### src/rtl/assert_macros.svh
// Assertion macros shared by the RTL of the range LCM unit.
// Needs nothing else; the files that assert take it by include.
`ifndef ASSERT_MACROS_SVH
`define ASSERT_MACROS_SVH

// Concurrent assertion sampled on the rising clock, disabled during reset.
`define ASSERT_SYNC(label, clk, rst_n, prop, msg) \
    label: assert property (@(posedge clk) disable iff (!rst_n) prop) \
        else $error(msg);

// A condition that must never hold while out of reset.
`define ASSERT_NEVER(label, clk, rst_n, cond, msg) \
    `ASSERT_SYNC(label, clk, rst_n, !(cond), msg)

`endif

### src/rtl/rlcm_pkg.sv
// Shared widths and divider request/response types of the range LCM unit.
// No dependencies; used by rlcm_div and range_lcm_by_prime_powers_unit.
package rlcm_pkg;

    localparam int VAL_W  = 6;   // width of the bound and of any value being factored
    localparam int DIV_W  = 4;   // trial divisor width; d*d exceeds any 6-bit value at d = 8
    localparam int EXP_W  = 3;   // exponent width, wraps like the exponent counter
    localparam int LCM_W  = 64;  // result width
    localparam int DCNT_W = 3;   // divider step counter, counts VAL_W steps

    typedef struct packed {
        logic             start;
        logic [VAL_W-1:0] dividend;
        logic [DIV_W-1:0] divisor;
    } t_div_req;

    typedef struct packed {
        logic             busy;
        logic             done;
        logic [VAL_W-1:0] quot;
        logic [DIV_W-1:0] rem;
    } t_div_rsp;

endpackage

### src/rtl/rlcm_div.sv
// Shared restoring divider of the range LCM unit, one quotient bit per cycle.
// Depends on rlcm_pkg for widths and the request/response structs.
module rlcm_div (
    input  logic               i_clk,
    input  logic               i_rst_n,
    input  rlcm_pkg::t_div_req i_req,
    output rlcm_pkg::t_div_rsp o_rsp
);
    import rlcm_pkg::*;

    logic              r_busy, n_busy;
    logic              r_done, n_done;
    logic [DCNT_W-1:0] r_cnt, n_cnt;
    logic [VAL_W-1:0]  r_quo, n_quo;
    logic [DIV_W-1:0]  r_rem, n_rem;
    logic [DIV_W:0]    w_shift;
    logic [DIV_W:0]    w_diff;

    always_comb begin
        n_busy  = r_busy;
        n_done  = 1'b0;
        n_cnt   = r_cnt;
        n_quo   = r_quo;
        n_rem   = r_rem;
        w_shift = {r_rem, r_quo[VAL_W-1]};
        w_diff  = w_shift - {1'b0, i_req.divisor};
        if (i_req.start) begin
            n_busy = 1'b1;
            n_cnt  = '0;
            n_quo  = i_req.dividend;
            n_rem  = '0;
        end else if (r_busy) begin
            // Partial remainder stays below the divisor, so it fits in DIV_W bits.
            if (w_shift >= {1'b0, i_req.divisor}) begin
                n_rem = w_diff[DIV_W-1:0];
                n_quo = {r_quo[VAL_W-2:0], 1'b1};
            end else begin
                n_rem = w_shift[DIV_W-1:0];
                n_quo = {r_quo[VAL_W-2:0], 1'b0};
            end
            n_cnt = r_cnt + 1'b1;
            if (r_cnt == DCNT_W'(VAL_W - 1)) begin
                n_busy = 1'b0;
                n_done = 1'b1;
            end
        end
    end

    always_ff @(posedge i_clk) begin
        if (!i_rst_n) begin
            r_busy <= 1'b0;
            r_done <= 1'b0;
            r_cnt  <= '0;
        end else begin
            r_busy <= n_busy;
            r_done <= n_done;
            r_cnt  <= n_cnt;
        end
    end

    always_ff @(posedge i_clk) begin
        r_quo <= n_quo;
        r_rem <= n_rem;
    end

    assign o_rsp.busy = r_busy;
    assign o_rsp.done = r_done;
    assign o_rsp.quot = r_quo;
    assign o_rsp.rem  = r_rem;

endmodule

### src/rtl/range_lcm_by_prime_powers_unit.sv
// Top level of the range LCM unit: least common multiple of 1..n; uses rlcm_pkg, rlcm_div.
// For n below 2 only the product sweep runs; for larger n the trial divisions on the shared
// 6-step divider dominate the run time.
// One item at a time; the next item is accepted once the current result sits in the output
// register, so a new item is never taken before the last one is through.
// Synchronous active-low reset clears the sequencer, the exponent valid bits and output valid.
`include "assert_macros.svh"

module range_lcm_by_prime_powers_unit #(
    parameter int MAX_N = 63
) (
    input  logic                        i_clk,
    input  logic                        i_rst_n,
    input  logic                        i_in_valid,
    output logic                        o_in_ready,
    input  logic [rlcm_pkg::VAL_W-1:0]  i_upper,
    output logic                        o_out_valid,
    input  logic                        i_out_ready,
    output logic [rlcm_pkg::LCM_W-1:0]  o_lcm,
    output logic                        o_overflow
);
    import rlcm_pkg::*;

    // Exponent store is indexed by prime; the product sweep counter must reach MAX_N + 1.
    localparam int IDX_W   = $clog2(MAX_N + 1);
    localparam int PCNT_W  = $clog2(MAX_N + 2);
    localparam int PROD_W  = LCM_W + IDX_W;
    localparam int VAL_MAX = (1 << VAL_W) - 1;
    localparam int N_CAP   = (MAX_N < VAL_MAX) ? MAX_N : VAL_MAX;
    localparam int FIRST_FACTOR = 2;

    // Sequencer states, one-hot.
    typedef enum logic [8:0] {
        S_IDLE    = 9'b000000001,
        S_V_START = 9'b000000010,
        S_D_CHECK = 9'b000000100,
        S_DIV     = 9'b000001000,
        S_D_UPD   = 9'b000010000,
        S_R_UPD   = 9'b000100000,
        S_P_START = 9'b001000000,
        S_P_LOAD  = 9'b010000000,
        S_P_MUL   = 9'b100000000
    } t_state;

    t_state             r_state, n_state;
    logic [VAL_W-1:0]   r_n, n_n;        // clamped bound
    logic [VAL_W:0]     r_v, n_v;        // integer being factored
    logic [VAL_W-1:0]   r_rem, n_rem;    // what is left of it
    logic [DIV_W-1:0]   r_d, n_d;        // trial divisor
    logic [EXP_W-1:0]   r_e, n_e;        // exponent of r_d found so far
    logic [PCNT_W-1:0]  r_p, n_p;        // prime index in the product sweep
    logic [EXP_W-1:0]   r_k, n_k;        // multiplications left for r_p
    logic [LCM_W-1:0]   r_acc, n_acc;
    logic               r_ovf, n_ovf;
    logic               r_out_valid;
    logic [LCM_W-1:0]   r_lcm;
    logic               r_out_ovf;

    // Exponent store: a memory with registered read, plus a valid bit per entry so that
    // clearing at the start of an item resets only the valid bits, all at once.
    logic [EXP_W-1:0]   r_exp_mem [0:MAX_N];
    logic [MAX_N:0]     r_exp_vld;
    logic [EXP_W-1:0]   r_rd_data;
    logic               r_rd_vld;

    logic               w_accept;
    logic               w_clr;
    logic               w_load;
    logic               w_we;
    logic [IDX_W-1:0]   w_wa;
    logic [EXP_W-1:0]   w_wd;
    logic [IDX_W-1:0]   w_ra;
    logic [EXP_W-1:0]   w_cur;
    logic [2*DIV_W-1:0] w_dsq;
    logic [PROD_W-1:0]  w_prod;
    logic               w_mul_ovf;
    t_div_req           w_div_req;
    t_div_rsp           w_div_rsp;

    rlcm_div u_div (
        .i_clk   (i_clk),
        .i_rst_n (i_rst_n),
        .i_req   (w_div_req),
        .o_rsp   (w_div_rsp)
    );

    assign o_in_ready = (r_state == S_IDLE);
    assign w_accept   = i_in_valid && o_in_ready;

    // An entry never written in this item reads as exponent zero.
    assign w_cur = r_rd_vld ? r_rd_data : '0;

    // Loop test of the trial division: d*d against what remains.
    assign w_dsq = (2*DIV_W)'(r_d) * (2*DIV_W)'(r_d);

    // One 64 x IDX_W multiply per cycle; any bit above 64 means the product saturates.
    assign w_prod    = PROD_W'(r_acc) * PROD_W'(r_p[IDX_W-1:0]);
    assign w_mul_ovf = |w_prod[PROD_W-1:LCM_W];

    always_comb begin
        n_state = r_state;
        n_n     = r_n;
        n_v     = r_v;
        n_rem   = r_rem;
        n_d     = r_d;
        n_e     = r_e;
        n_p     = r_p;
        n_k     = r_k;
        n_acc   = r_acc;
        n_ovf   = r_ovf;
        w_clr   = 1'b0;
        w_load  = 1'b0;
        w_we    = 1'b0;
        w_wa    = '0;
        w_wd    = '0;
        w_ra    = '0;
        w_div_req.start    = 1'b0;
        w_div_req.dividend = r_rem;
        w_div_req.divisor  = r_d;

        case (r_state)
            S_IDLE: begin
                if (w_accept) begin
                    // A bound above MAX_N is taken as MAX_N.
                    if (int'(i_upper) > N_CAP) begin
                        n_n = VAL_W'(N_CAP);
                    end else begin
                        n_n = i_upper;
                    end
                    n_v     = (VAL_W+1)'(FIRST_FACTOR);
                    n_acc   = LCM_W'(1);
                    n_ovf   = 1'b0;
                    w_clr   = 1'b1;
                    n_state = S_V_START;
                end
            end
            S_V_START: begin
                // All integers 2..n factored: move on to the product sweep.
                if (r_v > {1'b0, r_n}) begin
                    n_p     = PCNT_W'(FIRST_FACTOR);
                    n_state = S_P_START;
                end else begin
                    n_rem   = r_v[VAL_W-1:0];
                    n_d     = DIV_W'(FIRST_FACTOR);
                    n_e     = '0;
                    n_state = S_D_CHECK;
                end
            end
            S_D_CHECK: begin
                if (w_dsq <= (2*DIV_W)'(r_rem)) begin
                    w_div_req.start = 1'b1;
                    n_state         = S_DIV;
                end else if (r_rem > VAL_W'(1) && int'(r_rem) <= MAX_N) begin
                    // What is left above 1 is a prime with exponent one.
                    w_ra    = IDX_W'(r_rem);
                    n_state = S_R_UPD;
                end else begin
                    n_v     = r_v + 1'b1;
                    n_state = S_V_START;
                end
            end
            S_DIV: begin
                if (w_div_rsp.done) begin
                    if (w_div_rsp.rem == '0) begin
                        // Divides evenly: keep the quotient and try the same divisor again.
                        n_rem              = w_div_rsp.quot;
                        n_e                = r_e + 1'b1;
                        w_div_req.start    = 1'b1;
                        w_div_req.dividend = w_div_rsp.quot;
                    end else begin
                        w_ra    = IDX_W'(r_d);
                        n_state = S_D_UPD;
                    end
                end
            end
            S_D_UPD: begin
                if (r_e > w_cur) begin
                    w_we = 1'b1;
                    w_wa = IDX_W'(r_d);
                    w_wd = r_e;
                end
                n_d     = r_d + 1'b1;
                n_e     = '0;
                n_state = S_D_CHECK;
            end
            S_R_UPD: begin
                if (w_cur == '0) begin
                    w_we = 1'b1;
                    w_wa = IDX_W'(r_rem);
                    w_wd = EXP_W'(1);
                end
                n_v     = r_v + 1'b1;
                n_state = S_V_START;
            end
            S_P_START: begin
                if (r_p > PCNT_W'(MAX_N)) begin
                    // Finished; wait only if the previous result is still unclaimed.
                    if (!r_out_valid || i_out_ready) begin
                        w_load  = 1'b1;
                        n_state = S_IDLE;
                    end
                end else begin
                    w_ra    = r_p[IDX_W-1:0];
                    n_state = S_P_LOAD;
                end
            end
            S_P_LOAD: begin
                n_k     = w_cur;
                n_state = S_P_MUL;
            end
            S_P_MUL: begin
                if (r_k == '0) begin
                    n_p     = r_p + 1'b1;
                    n_state = S_P_START;
                end else begin
                    // Once saturated, the remaining multiplications change nothing.
                    if (!r_ovf) begin
                        if (w_mul_ovf) begin
                            n_ovf = 1'b1;
                        end else begin
                            n_acc = w_prod[LCM_W-1:0];
                        end
                    end
                    n_k = r_k - 1'b1;
                end
            end
            default: begin
                n_state = S_IDLE;
            end
        endcase
    end

    // Control state.
    always_ff @(posedge i_clk) begin
        if (!i_rst_n) begin
            r_state     <= S_IDLE;
            r_out_valid <= 1'b0;
            r_exp_vld   <= '0;
        end else begin
            r_state <= n_state;
            if (w_load) begin
                r_out_valid <= 1'b1;
            end else if (r_out_valid && i_out_ready) begin
                r_out_valid <= 1'b0;
            end
            if (w_clr) begin
                r_exp_vld <= '0;
            end else if (w_we) begin
                r_exp_vld[w_wa] <= 1'b1;
            end
        end
    end

    // Working registers and result.
    always_ff @(posedge i_clk) begin
        r_n   <= n_n;
        r_v   <= n_v;
        r_rem <= n_rem;
        r_d   <= n_d;
        r_e   <= n_e;
        r_p   <= n_p;
        r_k   <= n_k;
        r_acc <= n_acc;
        r_ovf <= n_ovf;
        if (w_load) begin
            r_lcm     <= r_ovf ? '1 : r_acc;
            r_out_ovf <= r_ovf;
        end
    end

    // Exponent store: one write and one registered read per cycle.
    always_ff @(posedge i_clk) begin
        if (w_we) begin
            r_exp_mem[w_wa] <= w_wd;
        end
        r_rd_data <= r_exp_mem[w_ra];
        r_rd_vld  <= r_exp_vld[w_ra];
    end

    assign o_out_valid = r_out_valid;
    assign o_lcm       = r_lcm;
    assign o_overflow  = r_out_ovf;

    // The shared divider is never left running while a new item may be taken.
    `ASSERT_SYNC(a_div_idle_when_ready, i_clk, i_rst_n,
                 o_in_ready |-> !w_div_rsp.busy, "divider busy while idle")
    // A division result only arrives while the sequencer waits for it.
    `ASSERT_SYNC(a_div_done_in_div, i_clk, i_rst_n,
                 w_div_rsp.done |-> (r_state == S_DIV), "divider done outside wait state")
    // A saturated result always carries all ones.
    `ASSERT_SYNC(a_sat_all_ones, i_clk, i_rst_n,
                 (o_out_valid && o_overflow) |-> (o_lcm == '1), "saturated result not all ones")
    // Saturation is sticky within an item.
    `ASSERT_SYNC(a_ovf_sticky, i_clk, i_rst_n,
                 (r_ovf && !w_accept) |=> r_ovf, "overflow flag dropped within an item")

endmodule

### config.mk
export PLATFORM = sky130hd
export DESIGN_NAME = range_lcm_by_prime_powers_unit
export DESIGN_NICKNAME = d
export VERILOG_FILES = /design/src/rtl/rlcm_pkg.sv /design/src/rtl/rlcm_div.sv /design/src/rtl/range_lcm_by_prime_powers_unit.sv
export VERILOG_INCLUDE_DIRS = /design/src /design/src/rtl
export SDC_FILE = /design/constraint.sdc
export NUM_CORES = 1
export LEC_CHECK = 0
export BUFFER_PORTS_ARGS = -buffer_cell sky130_fd_sc_hd__buf_2
export CORE_ASPECT_RATIO = 1.2
export CORE_MARGIN = 10
export CORE_UTILIZATION = 35
export DETAILED_ROUTE_END_ITERATION = 8
export GPL_TIMING_DRIVEN = 0
export SLEW_MARGIN = 5
export SYNTH_ARGS = -nofsm -noshare
export SYNTH_HDL_FRONTEND = slang
export SYNTH_HIERARCHICAL = 1
export SYNTH_SLANG_ARGS = --single-unit
### constraint.sdc
create_clock -name i_clk -period 10.58 [get_ports i_clk]
set_clock_uncertainty 0.05 [all_clocks]
set_input_delay 0.529 -clock i_clk [delete_from_list [all_inputs] [get_ports i_clk]]
set_output_delay 0.529 -clock i_clk [all_outputs]
set_load 0.01 [all_outputs]
* Word level (Yosys, flattened, before mapping) *
Memories as Yosys holds them, arrays and structs flattened. A register that Yosys moved wholly into a read port is not among the register bits.
Index checks and enable logic that the tools add are counted.

storage, ports and cells
  bits in registers = 256
  bits in latches = 0
  bits in writable memories = 192
  memory bits (read-only) = 0
  bits of input ports = 10
  word-level logic and storage cells = 179
  memories = 1

memory list
  memory     depth  bits a word  rd ports  clocked after memory_dff  write ports  line                                  source
  r_exp_mem  64     3            1         1                         1            range_lcm_by_prime_powers_unit.sv:61  logic [EXP_W-1:0] r_exp_mem [0:MAX_N];

cells by class
  add/sub/neg operators = 7
  multiply operators = 2
  divide/modulo/power cells = 0
  magnitude comparators = 9
  equality and inequality tests = 24
  shift operators = 0
  muxes and demuxes = 81
  bitwise logic cells = 3
  reduce and logical (&&, ||, !) cells = 32

operators with widths
  cell                   count
  $mux W64               4
  $pmux W64 S2           1
  $pmux W9 S9            1
  $mul A64 B6 Y70        1
  $mux W6                11
  $or A64 B64 Y64        1
  $mux W9                7
  $mux W7                8
  $mux W1                24
  $pmux W6 S2            2
  $pmux W7 S3            1
  $mux W4                5
  $ne A2 B2 Y1 const B   10
  $mux W3                6
  $pmux W6 S3            1
  $add A7 B1 Y7 const B  2
  $lt A6 B7 Y1 const B   2
  $pmux W7 S2            1
  $reduce_bool A2 Y1     7
  $pmux W3 S2            2
  $reduce_and A4 Y1      3
  $reduce_and A5 Y1      2
  $eq A9 B1 Y1 const B   1
  $eq A9 B2 Y1 const B   1
  other kinds (40)       54

* Depth between registers and ports, before layout *
Gate-level depths: netlist (run 1).

  word-level depth = 9
  gate-level depth with buffers = 21

* Modules after synthesis *
The synthesis (run 1) kept the hierarchy.

modules (own cells, without submodules)
  module                          times used  cells an instance  area an instance (um2)  seq. area each (um2)
  range_lcm_by_prime_powers_unit  1           2,939              30,860.8                12,311.8
  rlcm_div                        1           80                 833.3                   360.3

* Worst setup path before layout (run 1) *
No wires, ideal clock.

  path type = flip-flop to flip-flop
  start point = reg r_p[4]
  end point = reg r_acc[0] (enable)
  arrival time = 7,921 ps
  setup slack = 2,123 ps
  stages on the path, launching flop included = 22
  path buffers = 4
  clock period less this slack = 8,457 ps
  path through = edfxtp_1 -> clkbuf_1 -> clkbuf_1 -> clkbuf_1 -> and2_1 -> fa_1 -> fa_1 -> inv_1 -> fa_1 -> inv_1 -> ha_1 -> clkbuf_1 -> nand4_1 -> or4b_1 -> or4b_2 -> o31ai_1 -> a31oi_1 -> nand2_1 -> a31oi_1 -> xor2_1 -> a31oi_1 -> nor2_1

on the way
  cells in the longest elaborated chain, start to end = 4

ends and longest elaborated chain
  what                         line                                   source
  from (decl)                  range_lcm_by_prime_powers_unit.sv:51   logic [PCNT_W-1:0] r_p, n_p;
  from (signal assigned)       range_lcm_by_prime_powers_unit.sv:261  r_p <= n_p;
  $mul A64 B6 Y70              range_lcm_by_prime_powers_unit.sv:97   assign w_prod = PROD_W'(r_acc) * PROD_W'(r_p[IDX_W-1:0]);
  $reduce_or A6 Y1             range_lcm_by_prime_powers_unit.sv:98   assign w_mul_ovf = |w_prod[PROD_W-1:LCM_W];
  $ne A2 B2 Y1 (no line)       n/a
  $reduce_and A5 Y1 (no line)  n/a
  to (signal assigned)         range_lcm_by_prime_powers_unit.sv:263  r_acc <= n_acc;
  to (decl)                    range_lcm_by_prime_powers_unit.sv:53   logic [LCM_W-1:0] r_acc, n_acc;

Every way passes these cells.
A chain may end at the register's enable or synchronous reset.

* Final worst setup path (run 1) *
  start point = reg r_p[5]
  end point = reg r_acc[48] (enable)

The elaborated chain is that of the path after synthesis.

==> results.toml, run 1 <==
[outcome]
status = "finished clean"

[floorplan]
die_w_um = 295
io_pins = 77
chipHeight_um = 350
start_util_pct = 35.4
rows = 120
core-area_um2 = 89500
dieArea_um2 = 103000

[timing]
tightest_slew_ps = 1300
relSlewSlack_pct = 12.9
final_hold_viol_count = 0
post-route-min-period_ps = 8980
drv_slew = 0
setup_viol = 0
period_share_pct = 84.9
grt_setup_unrepaired = "false"
tns_ps = 0
max_freq_mhz = 111

[final_layout]
nNetsFinal = 3527
synthToLayoutAreaGrowth_pct = 11.8
drive_above_1_share_pct = 9.66
final_area_um2 = 35400

[cts]
numCtsBuffers = 49
post-cts-setup-buffers = 0
cts_resized = 0
clkTransAtPathRegs_ps = 60
clockRootBuffer = "clkbuf_16"
clk_latency_ps = 620
clk_path_buf_depth = 3
cts_sinks = 451
h-tree-depth = 2
cts_hold_buf = 6
cts_tree = "built"

[drt]
drc = 0
drt_iter0_markers = 1686
wl_per_cell_um = 20.8
wirelength_mm = 90.8
vias = 22894
firstDrtPassIters = 5
final_antenna_net_count = 0
viasPerCell = 5.25

[synth]
syn_area_per_cell_um2 = 10.5
yosys_warnings = 6
synth_fp_nets = 3387
synth_area_um2 = 31700
synthCells = 3018

[worst_setup_path]
cp_top_family = "compound AO/OA/AOI/OAI gates"
path_max_fanout = 28
critPathMaxStageDelay_ps = 950
cp_data_arrival_time_ps = 9240
cp_slowest_cell = "o311ai_0"
startpoint_type = "flop"
timing.critical_path.buf_inv = 6
crit_path_end_kind = "flop"
critPathRequiredTime_ps = 10850
critPathKind = "flop to flop"
path_cells = "clkbuf_1, clkbuf_1, and2_1, fa_1, fa_1, inv_1, fa_1, inv_1, ha_1, clkbuf_1, nand2_1, o21ai_0, a21oi_1, o311ai_0, nand4_1, a31oi_1, nor3_1, a2111oi_0, a31oi_1, nor2_4, buf_12"

[placement]
portBuffers = 76
gp_congestion = 0.948
hpwl_mm = 67.8
post_dp_cell_area_um2 = 33700

[global_route]
overflow = 0
grt_max_degree = 43
grt_pass1_wl_mm = 141
grt_usage_pct = 17.6
grt_pass1_vias = 23612
antenna_found_initial = 3

[run]
maxCapViolCount = 0

[min_path]
hold_path.class = "input port to flop"
## cell type report
| type | count | area, µm² |
|---|---|---|
| tap | 1159 | 1450 |
| multi-input combinational | 2104 | 17200 |
| clock inverter | 32 | 405 |
| antenna | 2 | 5.00 |
| clock buffer | 59 | 1280 |
| sequential | 451 | 12700 |
| buffer | 139 | 576 |
| fill | 8828 | 54000 |
| inverter | 324 | 1220 |
| timing repair buffer | 89 | 588 |
## registers in the layout, indices dropped and copies added, names as in the netlist, 7 cells and up
name / cells
r_exp_mem: 192
o_lcm: 64
r_acc: 64
r_exp_vld: 64
r_state: 9
r_p: 7
r_v: 7
## path summary, 6_finish.rpt
check        depth (start not counted)  slack [ps]            to    startpoint
min reg2reg                          1         410  r_exp_vld[0]  r_exp_vld[0]
max reg2reg                         21        1600     r_acc[48]        r_p[5]
max                                 21        1600     r_acc[48]        r_p[5]
min                                  2         200    r_state[0]       i_rst_n
## per-layer routing
| layer | up-vias | part of all wire, % | GRT usage [%] |
|---|---|---|---|
| li1 | 10555 | - | - |
| met5 | - | 0 | 0 |
| met3 | 192 | 5.8 | 2.47 |
| met2 | 726 | 50 | 30.8 |
| met4 | 0 | 4.5 | 7.61 |
| met1 | 11421 | 40 | 21.4 |
## stage by stage
stage,hold WS [ps],util (%),cells,setup slack [ps]
after floorplan,383,-,3018,2120
after global placement,389,37.5,4253,-1880
after detailed placement,397,37.6,4260,1730
after CTS,161,39.6,4357,1630
after global routing,232,39.6,4357,1210
final,201,39.6,4359,1600
## placed cells by master, fill, tap and decap left out, types with 24 or more instances in the layout
cell / n
a31oi_1: 24
o21ai_0: 82
inv_1: 323
xor2_1: 33
nor2_1: 231
and3_1: 31
o21a_1: 71
a211oi_1: 34
dfxtp_1: 87
nand3_1: 42
nand4_1: 44
edfxtp_1: 364
or2_2: 67
clkbuf_1: 124
a21oi_1: 102
buf_2: 91
ha_1: 109
xnor2_1: 44
clkbuf_16: 50
nand2_1: 216
nor3_1: 34
mux4_2: 30
and2_1: 397
fa_1: 250
a21o_1: 28
Power of run 1 is left out: the tool's default activity adds up to more than one toggle a clock period on the data nets, which glitch-free logic cannot reach.
==> run 2: changes to the inputs <==
==> constraint.sdc (replaced) <==
create_clock -name i_clk -period 8.8 [get_ports i_clk]
set_clock_uncertainty 0.05 [all_clocks]
set_input_delay 0.44 -clock i_clk [delete_from_list [all_inputs] [get_ports i_clk]]
set_output_delay 0.44 -clock i_clk [all_outputs]
set_load 0.01 [all_outputs]
==> run 2 against run 1 <==
First-iteration DRC count decreased by 1.8%; cell count unchanged; global-route usage unchanged; sequential share of layout area about the same; sequential cell count unchanged; via count increased by 0.20%; core utilization about the same; largest cell class unchanged; highest routed layer unchanged.
==> results.toml, run 2 (synthesis results as in run 1) <==
[timing]
tightest_slew_ps = 1300
setup_viol = 0
drv_slew = 0
final_hold_viol_count = 0
grt_setup_unrepaired = "false"
max_freq_mhz = 119
relSlewSlack_pct = 12.7
period_share_pct = 95.1
post-route-min-period_ps = 8370
holdWs_ps = 113

[cts]
clk_path_buf_depth = 3
clkTransAtPathRegs_ps = 60
clockRootBuffer = "clkbuf_16"
post-cts-setup-buffers = 0
h-tree-depth = 2
clk_latency_ps = 620
cts_tree = "built"
cts_sinks = 451
numCtsBuffers = 49

[drt]
viasPerCell = 5.26
firstDrtPassIters = 6
final_antenna_net_count = 0
vias = 22940
wirelength_mm = 90.7
drc = 0
drt_iter0_markers = 1655
wl_per_cell_um = 20.8

[min_path]
hold_path.class = "input port to flop"

[placement]
gp_congestion = 0.948
post_dp_cell_area_um2 = 33700
dpl.cell_count = 4260
hpwl_mm = 67.8
portBuffers = 76

[floorplan]
io_pins = 77
dieArea_um2 = 103000
core-area_um2 = 89500
rows = 120
die_w_um = 295
start_util_pct = 35.4
chipHeight_um = 350

[final_layout]
nNetsFinal = 3527
nFillCells = 8827
multiInputGateArea_um2 = 17200
seqCellArea_um2 = 12700
largest_reg_flops = 192
layout_common_cells = "397 x and2_1, 364 x edfxtp_1, 323 x inv_1, 250 x fa_1, 231 x nor2_1"
final_area_um2 = 35400
synthToLayoutAreaGrowth_pct = 11.9
final_common_cell = "and2_1"
top_register = "r_exp_mem"
drive_above_1_share_pct = 9.82
layout.cells.non_filler = 4359

[worst_setup_path]
critPathRequiredTime_ps = 9070
crit_path_end_kind = "flop"
startpoint_type = "flop"
path_max_fanout = 28
critPathKind = "flop to flop"
cp_data_arrival_time_ps = 8640

[run]
maxCapViolCount = 0

[outcome]
status = "finished clean"

[global_route]
overflow = 0
grt_max_degree = 43
grt_pass1_vias = 23612
grt_usage_pct = 17.6
grt_pass1_wl_mm = 141
antenna_found_initial = 4
==> run 2: final timing paths <==
kind                              startpoint           end  slack (ps)  depth (start not counted)
worst min-delay path                 i_rst_n    r_state[0]         110                          2
worst max-delay path                  r_p[5]     r_acc[48]         430                         20
worst min register to register  r_exp_vld[0]  r_exp_vld[0]         410                          1
worst max register to register        r_p[5]     r_acc[48]         430                         20
==> run 2: worst max-delay path, stage by stage, from the launching register on <==
cell and delay [ps]:
edfxtp_1 510, clkbuf_1 700, clkbuf_1 700, and2_1 260
fa_1 430, fa_1 560, inv_1 60, fa_1 540
inv_1 40, ha_1 410, a21oi_1 110, o21ai_0 370
a21oi_1 160, o311ai_1 650, nand4_1 270, a31oi_1 240
nor3_1 80, a2111oi_0 660, a31oi_1 290, nor2_4 630
buf_12 300
==> run 2: routing by layer <==
| metal | vias up | wire length (µm) | global-route usage [%] |
|---|---|---|---|
| li1 | 10561 | - | - |
| met1 | 11449 | 35900 | 21.4 |
| met2 | 736 | 45200 | 30.8 |
| met3 | 194 | 5410 | 2.47 |
| met4 | 0 | 4220 | 7.61 |
| met5 | - | 0 | 0 |
==> run 2: repair_timing <==
action / in CTS / in global routing
gates resized for setup: 1 / 13
hold buffers: 6 / 0
endpoints found under the hold margin: 6 / 0
endpoints found under the setup margin: 46 / 64
==> run 2: area by class of cell <==
class	count	area share, %
Antenna cell	2	0.0141
Buffer	139	1.64
Clock buffer	59	3.63
Clock inverter	32	1.14
Inverter	324	3.43
Multi-Input combinational cell	2104	48.6
Sequential cell	451	35.8
Tap cell	1159	4.09
Timing Repair Buffer	89	1.66
==> run 2: through the flow <==
step	utilization, %	TNS [ps]	setup WS, ps
after floorplan	-	0	343
after global placement	37.5	-233800	-3660
after detailed placement	37.6	-1380	-53.7
after CTS	39.6	0	93.5
after global routing	39.6	0	44.8
final	39.6	0	429
Power of run 2 is left out for the same reason.
